==> config.mk <==
export PLATFORM = sky130hd
export DESIGN_NAME = software_timer_pool
export DESIGN_NICKNAME = d
export VERILOG_FILES = /design/src/design/stp_pkg.sv /design/src/design/stp_slot_ram.sv /design/src/design/stp_tick_update.sv /design/src/design/software_timer_pool.sv
export SDC_FILE = /design/constraint.sdc
export NUM_CORES = 1
export LEC_CHECK = 0
export BUFFER_PORTS_ARGS = -buffer_cell sky130_fd_sc_hd__clkbuf_2
export CORE_UTILIZATION = 30
export CTS_BUF_LIST = sky130_fd_sc_hd__clkbuf_2 sky130_fd_sc_hd__clkbuf_4 sky130_fd_sc_hd__clkbuf_8
export CTS_CLUSTER_DIAMETER = 60
export CTS_CLUSTER_SIZE = 28
export DETAILED_ROUTE_END_ITERATION = 8
export HOLD_SLACK_MARGIN = 0.05
export PLACE_DENSITY = 0.44
export SYNTH_ARGS = -nofsm -noshare
export SYNTH_HDL_FRONTEND = slang
export SYNTH_HIERARCHICAL = 1
export SYNTH_SLANG_ARGS = --single-unit
==> constraint.sdc <==
create_clock -name clk -period 30.2 [get_ports clk]
set_clock_uncertainty 0.1 [all_clocks]
set_input_delay 6.04 -clock clk [delete_from_list [all_inputs] [get_ports clk]]
set_output_delay 6.04 -clock clk [all_outputs]
set_load 0.005 [all_outputs]
==> src/design/stp_pkg.sv <==
// Types and fixed constants for the software timer pool.
// No dependencies; imported by every module of the block.
`default_nettype none

package stp_pkg;

    localparam int PERIOD_W    = 31;
    localparam int COUNT_W     = 32;
    localparam int MAX_RESULTS = 16;
    localparam int EVC_W       = $clog2(MAX_RESULTS + 1);

    typedef enum logic [1:0] {
        OP_TICK     = 2'd0,
        OP_START    = 2'd1,
        OP_STOP     = 2'd2,
        OP_STOP_ALL = 2'd3
    } op_t;

    typedef enum logic [1:0] {
        MODE_PLAIN   = 2'd0,
        MODE_ONESHOT = 2'd1,
        MODE_CYCLIC  = 2'd2,
        MODE_INVALID = 2'd3
    } mode_t;

    typedef enum logic [1:0] {
        STS_OK        = 2'd0,
        STS_BAD_MODE  = 2'd1,
        STS_FULL      = 2'd2,
        STS_BAD_INDEX = 2'd3
    } status_t;

    typedef enum logic [1:0] {
        EV_NONE    = 2'd0,
        EV_PLAIN   = 2'd1,
        EV_ONESHOT = 2'd2,
        EV_CYCLIC  = 2'd3
    } event_t;

    typedef enum logic [2:0] {
        S_IDLE,
        S_TICK_SCAN,
        S_TICK_UPD,
        S_TICK_END,
        S_START_SCAN,
        S_RESP
    } state_t;

    // one memory word per slot
    typedef struct packed {
        mode_t                mode;
        logic                 routine;
        logic [PERIOD_W-1:0]  period;
        logic [COUNT_W-1:0]   remaining;
    } slot_entry_t;

    // outcome of one tick on one slot
    typedef struct packed {
        logic [COUNT_W-1:0]   remaining;
        logic                 expired;
        event_t               ev;
        logic                 call;
        logic                 rel;
    } tick_upd_t;

    // one result beat
    typedef struct packed {
        status_t     status;
        logic [3:0]  slot;
        event_t      event_res;
        logic        call_routine;
        logic        released;
        logic        last;
    } beat_t;

endpackage

`default_nettype wire

==> src/design/stp_slot_ram.sv <==
// Slot memory: one write port, one read port, registered read data.
// Depends on stp_pkg for the entry layout.
`default_nettype none

module stp_slot_ram #(
    parameter int DEPTH  = 16,
    parameter int ADDR_W = 4
) (
    input  wire logic                 clk,
    input  wire logic                 wr_en,
    input  wire logic [ADDR_W-1:0]    wr_addr,
    input  wire stp_pkg::slot_entry_t wr_data,
    input  wire logic                 rd_en,
    input  wire logic [ADDR_W-1:0]    rd_addr,
    output      stp_pkg::slot_entry_t rd_data
);
    import stp_pkg::*;

    slot_entry_t mem [DEPTH];
    slot_entry_t rd_data_reg;

    always_ff @(posedge clk)
    begin
        if (wr_en)
        begin
            mem[wr_addr] <= wr_data;
        end
    end

    // data holds between reads
    always_ff @(posedge clk)
    begin
        if (rd_en)
        begin
            rd_data_reg <= mem[rd_addr];
        end
    end

    assign rd_data = rd_data_reg;

endmodule

`default_nettype wire

==> src/design/stp_tick_update.sv <==
// Per-slot tick arithmetic: saturating decrement, expiry test, reload.
// Depends on stp_pkg.
`default_nettype none

module stp_tick_update (
    input  wire stp_pkg::slot_entry_t entry,
    output      stp_pkg::tick_upd_t   upd
);
    import stp_pkg::*;

    localparam logic [COUNT_W-1:0] MOST_NEG = {1'b1, {(COUNT_W-1){1'b0}}};

    logic [COUNT_W-1:0] dec;
    logic [COUNT_W-1:0] reloaded;
    logic               expired;

    // saturates at the most negative count
    assign dec      = (entry.remaining == MOST_NEG) ? entry.remaining
                                                    : entry.remaining - COUNT_W'(1);
    assign expired  = (dec == '0) || dec[COUNT_W-1];
    assign reloaded = dec + {1'b0, entry.period};

    always_comb
    begin
        upd.remaining = dec;
        upd.expired   = expired;
        upd.ev        = EV_NONE;
        upd.call      = 1'b0;
        upd.rel       = 1'b0;
        if (expired)
        begin
            case (entry.mode)
                MODE_PLAIN:
                begin
                    upd.ev  = EV_PLAIN;
                    upd.rel = 1'b1;
                end
                MODE_ONESHOT:
                begin
                    upd.ev        = EV_ONESHOT;
                    upd.rel       = 1'b1;
                    upd.call      = entry.routine;
                    upd.remaining = reloaded;
                end
                MODE_CYCLIC:
                begin
                    upd.ev        = EV_CYCLIC;
                    upd.call      = entry.routine;
                    upd.remaining = reloaded;
                end
                default:
                begin
                    upd.rel = 1'b1;
                end
            endcase
        end
    end

endmodule

`default_nettype wire

==> src/design/software_timer_pool.sv <==
// Software timer pool: in-use flags, slot memory and the item sequencer.
// Depends on stp_pkg, stp_slot_ram and stp_tick_update.
//
// Usage
//   Item channel (item_valid/item_ready): op selects tick, start, stop or
//   stop-all; mode, period and has_routine matter for start, timer_index
//   for stop. One item is worked on at a time; item_ready is high only
//   while the sequencer is idle.
//   Result channel (result_valid/result_ready): every item gives one or
//   more beats, the final one with last set. A tick gives one beat per
//   expired slot in index order (at most 16), or a single quiet beat.
//   Stop and stop-all go straight to the response beat; start scans from
//   slot 0 up to the first free slot, or to the end when the pool is full;
//   a tick scans every slot, and each active slot costs a memory read and
//   a read-modify-write through the single slot memory.
//   Results leave through an output register, so the next item is taken
//   while the previous final beat still waits. A stalled receiver holds
//   the sequencer only when another beat has to be pushed.
//   Reset clears all in-use flags at once; the slot memory needs no clear,
//   as an entry is read only for a slot in use, which start has written.
`default_nettype none

module software_timer_pool #(
    parameter int TIMER_COUNT = 16
) (
    input  wire logic        clk,
    input  wire logic        rst_n,
    input  wire logic        item_valid,
    output      logic        item_ready,
    input  wire logic [1:0]  op,
    input  wire logic [1:0]  mode,
    input  wire logic [30:0] period,
    input  wire logic        has_routine,
    input  wire logic [5:0]  timer_index,
    output      logic        result_valid,
    input  wire logic        result_ready,
    output      logic [1:0]  status,
    output      logic [3:0]  slot,
    output      logic [1:0]  event_res,
    output      logic        call_routine,
    output      logic        released,
    output      logic        last
);
    import stp_pkg::*;

    localparam int IDX_W = (TIMER_COUNT > 1) ? $clog2(TIMER_COUNT) : 1;
    localparam int CNT_W = $clog2(TIMER_COUNT + 1);
    localparam logic [CNT_W-1:0] IDX_END = CNT_W'(TIMER_COUNT);
    localparam logic [6:0]       COUNT_7 = 7'(TIMER_COUNT);

    // sequencer state
    state_t                  state_reg, state_next;
    logic [CNT_W-1:0]        idx_reg, idx_next;
    logic [TIMER_COUNT-1:0]  in_use_reg, in_use_next;
    logic [EVC_W-1:0]        ev_cnt_reg, ev_cnt_next;
    logic                    held_valid_reg, held_valid_next;
    beat_t                   held_reg, held_next;
    beat_t                   resp_reg, resp_next;

    // captured item
    mode_t                   mode_reg, mode_next;
    logic [PERIOD_W-1:0]     period_reg, period_next;
    logic                    routine_reg, routine_next;

    // output register
    logic                    out_valid_reg, out_valid_next;
    beat_t                   out_reg, out_next;

    // memory ports
    logic                    wr_en, rd_en;
    logic [IDX_W-1:0]        wr_addr;
    slot_entry_t             wr_data, rd_data;

    tick_upd_t               upd;
    logic [IDX_W-1:0]        idx;
    logic                    out_free;
    logic                    slot_busy;
    logic                    scan_done;
    logic                    keep_event;
    logic                    upd_go;
    logic                    stop_ok;
    beat_t                   push_beat;
    logic                    push;

    stp_slot_ram #(
        .DEPTH  (TIMER_COUNT),
        .ADDR_W (IDX_W)
    ) u_ram (
        .clk     (clk),
        .wr_en   (wr_en),
        .wr_addr (wr_addr),
        .wr_data (wr_data),
        .rd_en   (rd_en),
        .rd_addr (idx),
        .rd_data (rd_data)
    );

    stp_tick_update u_upd (
        .entry (rd_data),
        .upd   (upd)
    );

    assign idx        = idx_reg[IDX_W-1:0];
    assign out_free   = !out_valid_reg || result_ready;
    assign scan_done  = (idx_reg == IDX_END);
    assign slot_busy  = in_use_reg[idx];
    // events past the result limit still update the slot but are dropped
    assign keep_event = (ev_cnt_reg < EVC_W'(MAX_RESULTS));
    // an expiry that has to push the held beat waits for the output register
    assign upd_go     = !(upd.expired && keep_event && held_valid_reg) || out_free;
    assign stop_ok    = !timer_index[5] && ({2'b00, timer_index[4:0]} < COUNT_7);

    assign item_ready = (state_reg == S_IDLE);

    // next state
    always_comb
    begin
        state_next = state_reg;
        case (state_reg)
            S_IDLE:
            begin
                if (item_valid)
                begin
                    case (op_t'(op))
                        OP_TICK:  state_next = S_TICK_SCAN;
                        OP_START: state_next = S_START_SCAN;
                        default:  state_next = S_RESP;
                    endcase
                end
            end
            S_TICK_SCAN:
            begin
                if (scan_done)
                begin
                    state_next = S_TICK_END;
                end
                else if (slot_busy)
                begin
                    state_next = S_TICK_UPD;
                end
            end
            S_TICK_UPD:
            begin
                if (upd_go)
                begin
                    state_next = S_TICK_SCAN;
                end
            end
            S_TICK_END:
            begin
                if (out_free)
                begin
                    state_next = S_IDLE;
                end
            end
            S_START_SCAN:
            begin
                if (scan_done || !slot_busy)
                begin
                    state_next = S_RESP;
                end
            end
            S_RESP:
            begin
                if (out_free)
                begin
                    state_next = S_IDLE;
                end
            end
            default:
            begin
                state_next = S_IDLE;
            end
        endcase
    end

    // datapath and memory control
    always_comb
    begin
        idx_next        = idx_reg;
        in_use_next     = in_use_reg;
        ev_cnt_next     = ev_cnt_reg;
        held_valid_next = held_valid_reg;
        held_next       = held_reg;
        resp_next       = resp_reg;
        mode_next       = mode_reg;
        period_next     = period_reg;
        routine_next    = routine_reg;
        wr_en           = 1'b0;
        wr_addr         = idx;
        wr_data         = rd_data;
        rd_en           = 1'b0;
        push            = 1'b0;
        push_beat       = resp_reg;

        case (state_reg)
            S_IDLE:
            begin
                if (item_valid)
                begin
                    idx_next        = '0;
                    ev_cnt_next     = '0;
                    held_valid_next = 1'b0;
                    mode_next       = mode_t'(mode);
                    period_next     = period;
                    routine_next    = has_routine;
                    resp_next       = '{STS_OK, 4'd0, EV_NONE, 1'b0, 1'b0, 1'b1};
                    case (op_t'(op))
                        OP_STOP:
                        begin
                            if (stop_ok)
                            begin
                                in_use_next[timer_index[IDX_W-1:0]] = 1'b0;
                                resp_next.slot     = timer_index[3:0];
                                resp_next.released = 1'b1;
                            end
                            else
                            begin
                                resp_next.status = STS_BAD_INDEX;
                            end
                        end
                        OP_STOP_ALL:
                        begin
                            in_use_next        = '0;
                            resp_next.released = 1'b1;
                        end
                        default:
                        begin
                        end
                    endcase
                end
            end
            S_TICK_SCAN:
            begin
                if (!scan_done)
                begin
                    if (slot_busy)
                    begin
                        rd_en = 1'b1;
                    end
                    else
                    begin
                        idx_next = idx_reg + CNT_W'(1);
                    end
                end
            end
            S_TICK_UPD:
            begin
                if (upd_go)
                begin
                    wr_en             = 1'b1;
                    wr_data.remaining = upd.remaining;
                    idx_next          = idx_reg + CNT_W'(1);
                    if (upd.expired)
                    begin
                        if (upd.rel)
                        begin
                            in_use_next[idx] = 1'b0;
                        end
                        if (keep_event)
                        begin
                            // the held beat is not the last one, a newer one follows
                            push      = held_valid_reg;
                            push_beat = held_reg;
                            push_beat.last  = 1'b0;
                            held_valid_next = 1'b1;
                            held_next = '{STS_OK, 4'(idx_reg), upd.ev, upd.call,
                                          upd.rel, 1'b0};
                            ev_cnt_next = ev_cnt_reg + EVC_W'(1);
                        end
                    end
                end
            end
            S_TICK_END:
            begin
                push = out_free;
                if (held_valid_reg)
                begin
                    push_beat      = held_reg;
                    push_beat.last = 1'b1;
                end
                else
                begin
                    push_beat = '{STS_OK, 4'd0, EV_NONE, 1'b0, 1'b0, 1'b1};
                end
            end
            S_START_SCAN:
            begin
                if (scan_done)
                begin
                    resp_next.status = STS_FULL;
                end
                else if (!slot_busy)
                begin
                    if (mode_reg == MODE_INVALID)
                    begin
                        resp_next.status = STS_BAD_MODE;
                    end
                    else
                    begin
                        wr_en             = 1'b1;
                        wr_data.mode      = mode_reg;
                        wr_data.routine   = routine_reg;
                        wr_data.period    = period_reg;
                        wr_data.remaining = {1'b0, period_reg};
                        in_use_next[idx]  = 1'b1;
                        resp_next.slot    = 4'(idx_reg);
                    end
                end
                else
                begin
                    idx_next = idx_reg + CNT_W'(1);
                end
            end
            S_RESP:
            begin
                push      = out_free;
                push_beat = resp_reg;
            end
            default:
            begin
            end
        endcase
    end

    // output register
    always_comb
    begin
        out_valid_next = out_valid_reg;
        out_next       = out_reg;
        if (push)
        begin
            out_valid_next = 1'b1;
            out_next       = push_beat;
        end
        else if (result_ready)
        begin
            out_valid_next = 1'b0;
        end
    end

    always_ff @(posedge clk or negedge rst_n)
    begin
        if (!rst_n)
        begin
            state_reg      <= S_IDLE;
            idx_reg        <= '0;
            in_use_reg     <= '0;
            ev_cnt_reg     <= '0;
            held_valid_reg <= 1'b0;
            out_valid_reg  <= 1'b0;
        end
        else
        begin
            state_reg      <= state_next;
            idx_reg        <= idx_next;
            in_use_reg     <= in_use_next;
            ev_cnt_reg     <= ev_cnt_next;
            held_valid_reg <= held_valid_next;
            out_valid_reg  <= out_valid_next;
        end
    end

    always_ff @(posedge clk)
    begin
        held_reg    <= held_next;
        resp_reg    <= resp_next;
        mode_reg    <= mode_next;
        period_reg  <= period_next;
        routine_reg <= routine_next;
        out_reg     <= out_next;
    end

    assign result_valid = out_valid_reg;
    assign status       = out_reg.status;
    assign slot         = out_reg.slot;
    assign event_res    = out_reg.event_res;
    assign call_routine = out_reg.call_routine;
    assign released     = out_reg.released;
    assign last         = out_reg.last;

endmodule

`default_nettype wire

==> impl_metrics.py <==
metrics = {
    "flow_run": {
        "maxCapViolCount": 0,
    },
    "power": {
        "p_total_uw": 5180,
        "sequentialPowerShare_pct": 46.5,
        "combPwrFrac_pct": 32.5,
        "p_int_uw": 3320,
        "max-vdd-ir-drop_v": 0.0000563,
        "p_clk_share_pct": 21.0,
        "p_sw_share_pct": 36.0,
        "powerDensity_mw_per_mm2": 93.5,
        "leakage_uw": 0.0173,
        "p_switching_uw": 1870,
    },
    "final_layout": {
        "utilization_pct": 33.5,
        "fillers": 15500,
        "drive_above_1_share_pct": 22.6,
        "largest_register_ffs": 1056,
        "syn_to_final_growth_pct": 10.7,
        "mostFrequentLayoutCells": "edfxtp_1 (1182), mux4_2 (264), nand2_1 (151)",
        "mostFrequentLayoutCell": "edfxtp_1",
        "nets": 2823,
        "fin_area_sq_mm": 0.0554,
    },
    "clocking": {
        "postCtsSetupRepairBufs": 0,
        "cts_hold_buffers": 0,
        "clockRootBuffer": "clkbuf_8",
        "cts_resized": 0,
        "cts_buffers": 106,
        "clock_path_buffers": 3,
        "path_clk_slew_ps": 90,
        "cts_tree": "done",
        "clock_latency_ps": 880,
        "cts_sinks": 1213,
        "htreeDepth": 3,
    },
    "floorplanning": {
        "die_h_microns": 410,
        "core_area_sq_mm": 0.165,
        "die_w_microns": 410,
        "start_util_pct": 30.3,
        "rows": 149,
        "die_area_sq_mm": 0.168,
        "io-pin-count": 59,
    },
    "drt": {
        "first_pass_iters": 9,
        "ant_nets": 0,
        "drt-wirelength-per-cell_microns": 26.7,
        "wl_microns": 134000,
        "num_vias": 26100,
        "drc": 6,
        "avgViaCountPerCell": 5.20,
        "drt_iter0_markers": 2511,
    },
    "global_route": {
        "grt_max_degree": 68,
        "antenna_found_initial": 3,
        "grtUsageTotal_pct": 15.8,
        "grt_pass1_wl_microns": 193000,
        "grt_overflow": 0,
        "grt_pass1_vias": 27200,
    },
    "sta": {
        "timing.setup.tns_ps": 0,
        "worstMarginPinSlew_ps": 1340,
        "report.final.slew_viol_count": 0,
        "rsz0062_at_grt": "false",
        "hold_viol_final": 0,
        "clock.fmax_mhz": 109,
        "min_period_over_period_pct": 30.5,
        "period_needed_ps": 9210,
        "setup_viol": 0,
        "whs_ps": 394,
        "slew_headroom_pct": 10.4,
    },
    "worst_setup_path": {
        "crit_required_ps": 30580,
        "cp_max_fo": 45,
        "r2r_end": "u_ram/mem[13][47]",
        "crit_path_start_kind": "input pin",
        "critPathCaptureType": "flip-flop",
        "max_stage_delay_ps": 960,
        "worstPathArrival_ps": 9590,
        "reg2reg_slack_ps": 22620,
        "crit_type": "in2reg",
        "crit_start": "result_ready",
        "slowest_stage": "nor2_4",
        "ff2ff_path_depth": 16,
        "reg2reg_from": "u_ram/rd_data[3]",
        "cp_cell_sequence": "clkbuf_2 -> nor2b_1 -> a211oi_4 -> buf_4 -> nor2_4 -> inv_1 -> nand3_1 -> nor2_4 -> buf_4",
    },
    "synth": {
        "synth_flop_cell": "edfxtp_1",
        "synth_nets": 2749,
        "syn_area_sq_mm": 0.0500,
        "synth_seq_area_share_pct": 72.5,
        "synth_edf_count": 1182,
        "ys_seq_elements": 1213,
        "synth_area_per_cell_sq_um": 18.8,
        "ys_types": 93,
        "syn_inst": 2657,
        "synth_warnings": 6,
        "ys_async_sr_fraction_pct": 2.56,
    },
    "min_path": {
        "holdPathStages": 1,
        "hold_path_startpoint": "in_use_reg[5]",
        "hold_class": "reg2reg",
        "hold_path_end": "in_use_reg[5]",
    },
    "placement": {
        "placed_area_sq_mm": 0.0528,
        "routabilityCongestion": 0.838,
        "portBuffers": 58,
        "dp_hpwl_microns": 77300,
    },
    "outcome": {
        "violations": "design-rule violations",
        "outcome": "complete, but fails checks",
    },
}
==> power by group through the flow <==
stage | combinational, uW | sequential [uW] | clock [uW]
2_1_floorplan | 1190 | 2380 | 0
3_3_place_gp | 1660 | 2440 | 0
3_5_place_dp | 1700 | 2450 | 0
4_1_cts | 1710 | 2410 | 1130
5_1_grt | 1830 | 2420 | 1180
6_report | 1680 | 2410 | 1090
==> logic make-up after synthesis <==
| group | count (synthesis) | share of synthesized area (%) |
|---|---|---|
| buf+inv | 184 | 1.94 |
| mux | 285 | 12.3 |
| simple gates | 420 | 4.41 |
| compound gates | 464 | 6.89 |
| flops | 1213 | 72.5 |
| fa+ha+maj | 46 | 1.17 |
| xor+xnor | 45 | 0.788 |
==> metrics by stage <==
stage,instances,worst slack (ps)
after detailed placement,4812,20040
after global routing,5015,20860
after CTS,5011,20990
final,5015,20990
after global placement,4812,20060
after floorplan,2657,17360
==> critical path, delay by kind of cell <==
| family | cells | cell delay, ps |
|---|---|---|
| AO/OA/AOI/OAI | 1 | 240 |
| AND/OR/NAND/NOR | 4 | 1460 |
| buffers and inverters | 4 | 1700 |
==> layout make-up <==
class,count,area [sq um],area share (%)
Sequential cell,1213,36300,65.5
Multi-Input combinational cell,1260,13000,23.4
Tap cell,2189,2740,4.94
Clock buffer,111,1500,2.71
Clock inverter,88,1040,1.88
Timing Repair Buffer,117,733,1.32
Inverter,33,124,0.224
Antenna cell,4,10.0,0.0181
==> per-layer routing <==
| metal | GRT usage, % | share of wire, % | up-vias |
|---|---|---|---|
| met2 | 26.8 | 49 | 688 |
| li1 | - | - | 11100 |
| met4 | 3.88 | 2.2 | 0 |
| met1 | 21.1 | 44 | 14000 |
| met5 | 0 | 0 | - |
| met3 | 2.40 | 4.2 | 173 |
==> cells in the mapped netlist (all sizes together) (10+ instances only) <==
master,count,share of area [%]
edfxtp,1182,71
mux4,264,12
nand2,152,1.2
a22oi,138,2.1
buf,78,1.1
clkbuf,73,0.55
a21oi,71,0.72
nor2,59,0.47
a21o,54,0.81
ha,45,1.1
and2,43,0.54
o21ai,37,0.37
nor3,36,0.37
inv,33,0.25
a221o,31,0.62
dfrtp,31,1.6
xnor2,27,0.47
nand3,23,0.24
xor2,18,0.32
a32o,17,0.34
a221oi,15,0.26
a211oi,12,0.18
nand2b,12,0.17
nand4,12,0.15
nor2b,12,0.16
or3,12,0.15
mux2i,11,0.22
a22o,10,0.18
mux2,10,0.23
==> worst max-delay path by stage <==
stage                              to  depth (start not counted)  slack, ps
floorplan             u_ram/mem[0][0]                          8      17360
global placement    u_ram/mem[14][46]                          9      20060
detailed placement  u_ram/mem[13][45]                          9      20040
CTS                 u_ram/mem[13][14]                          9      20990
global route        u_ram/mem[13][14]                          9      20860
finish              u_ram/mem[13][47]                          9      20990
(Power assumes the default switching activity.)
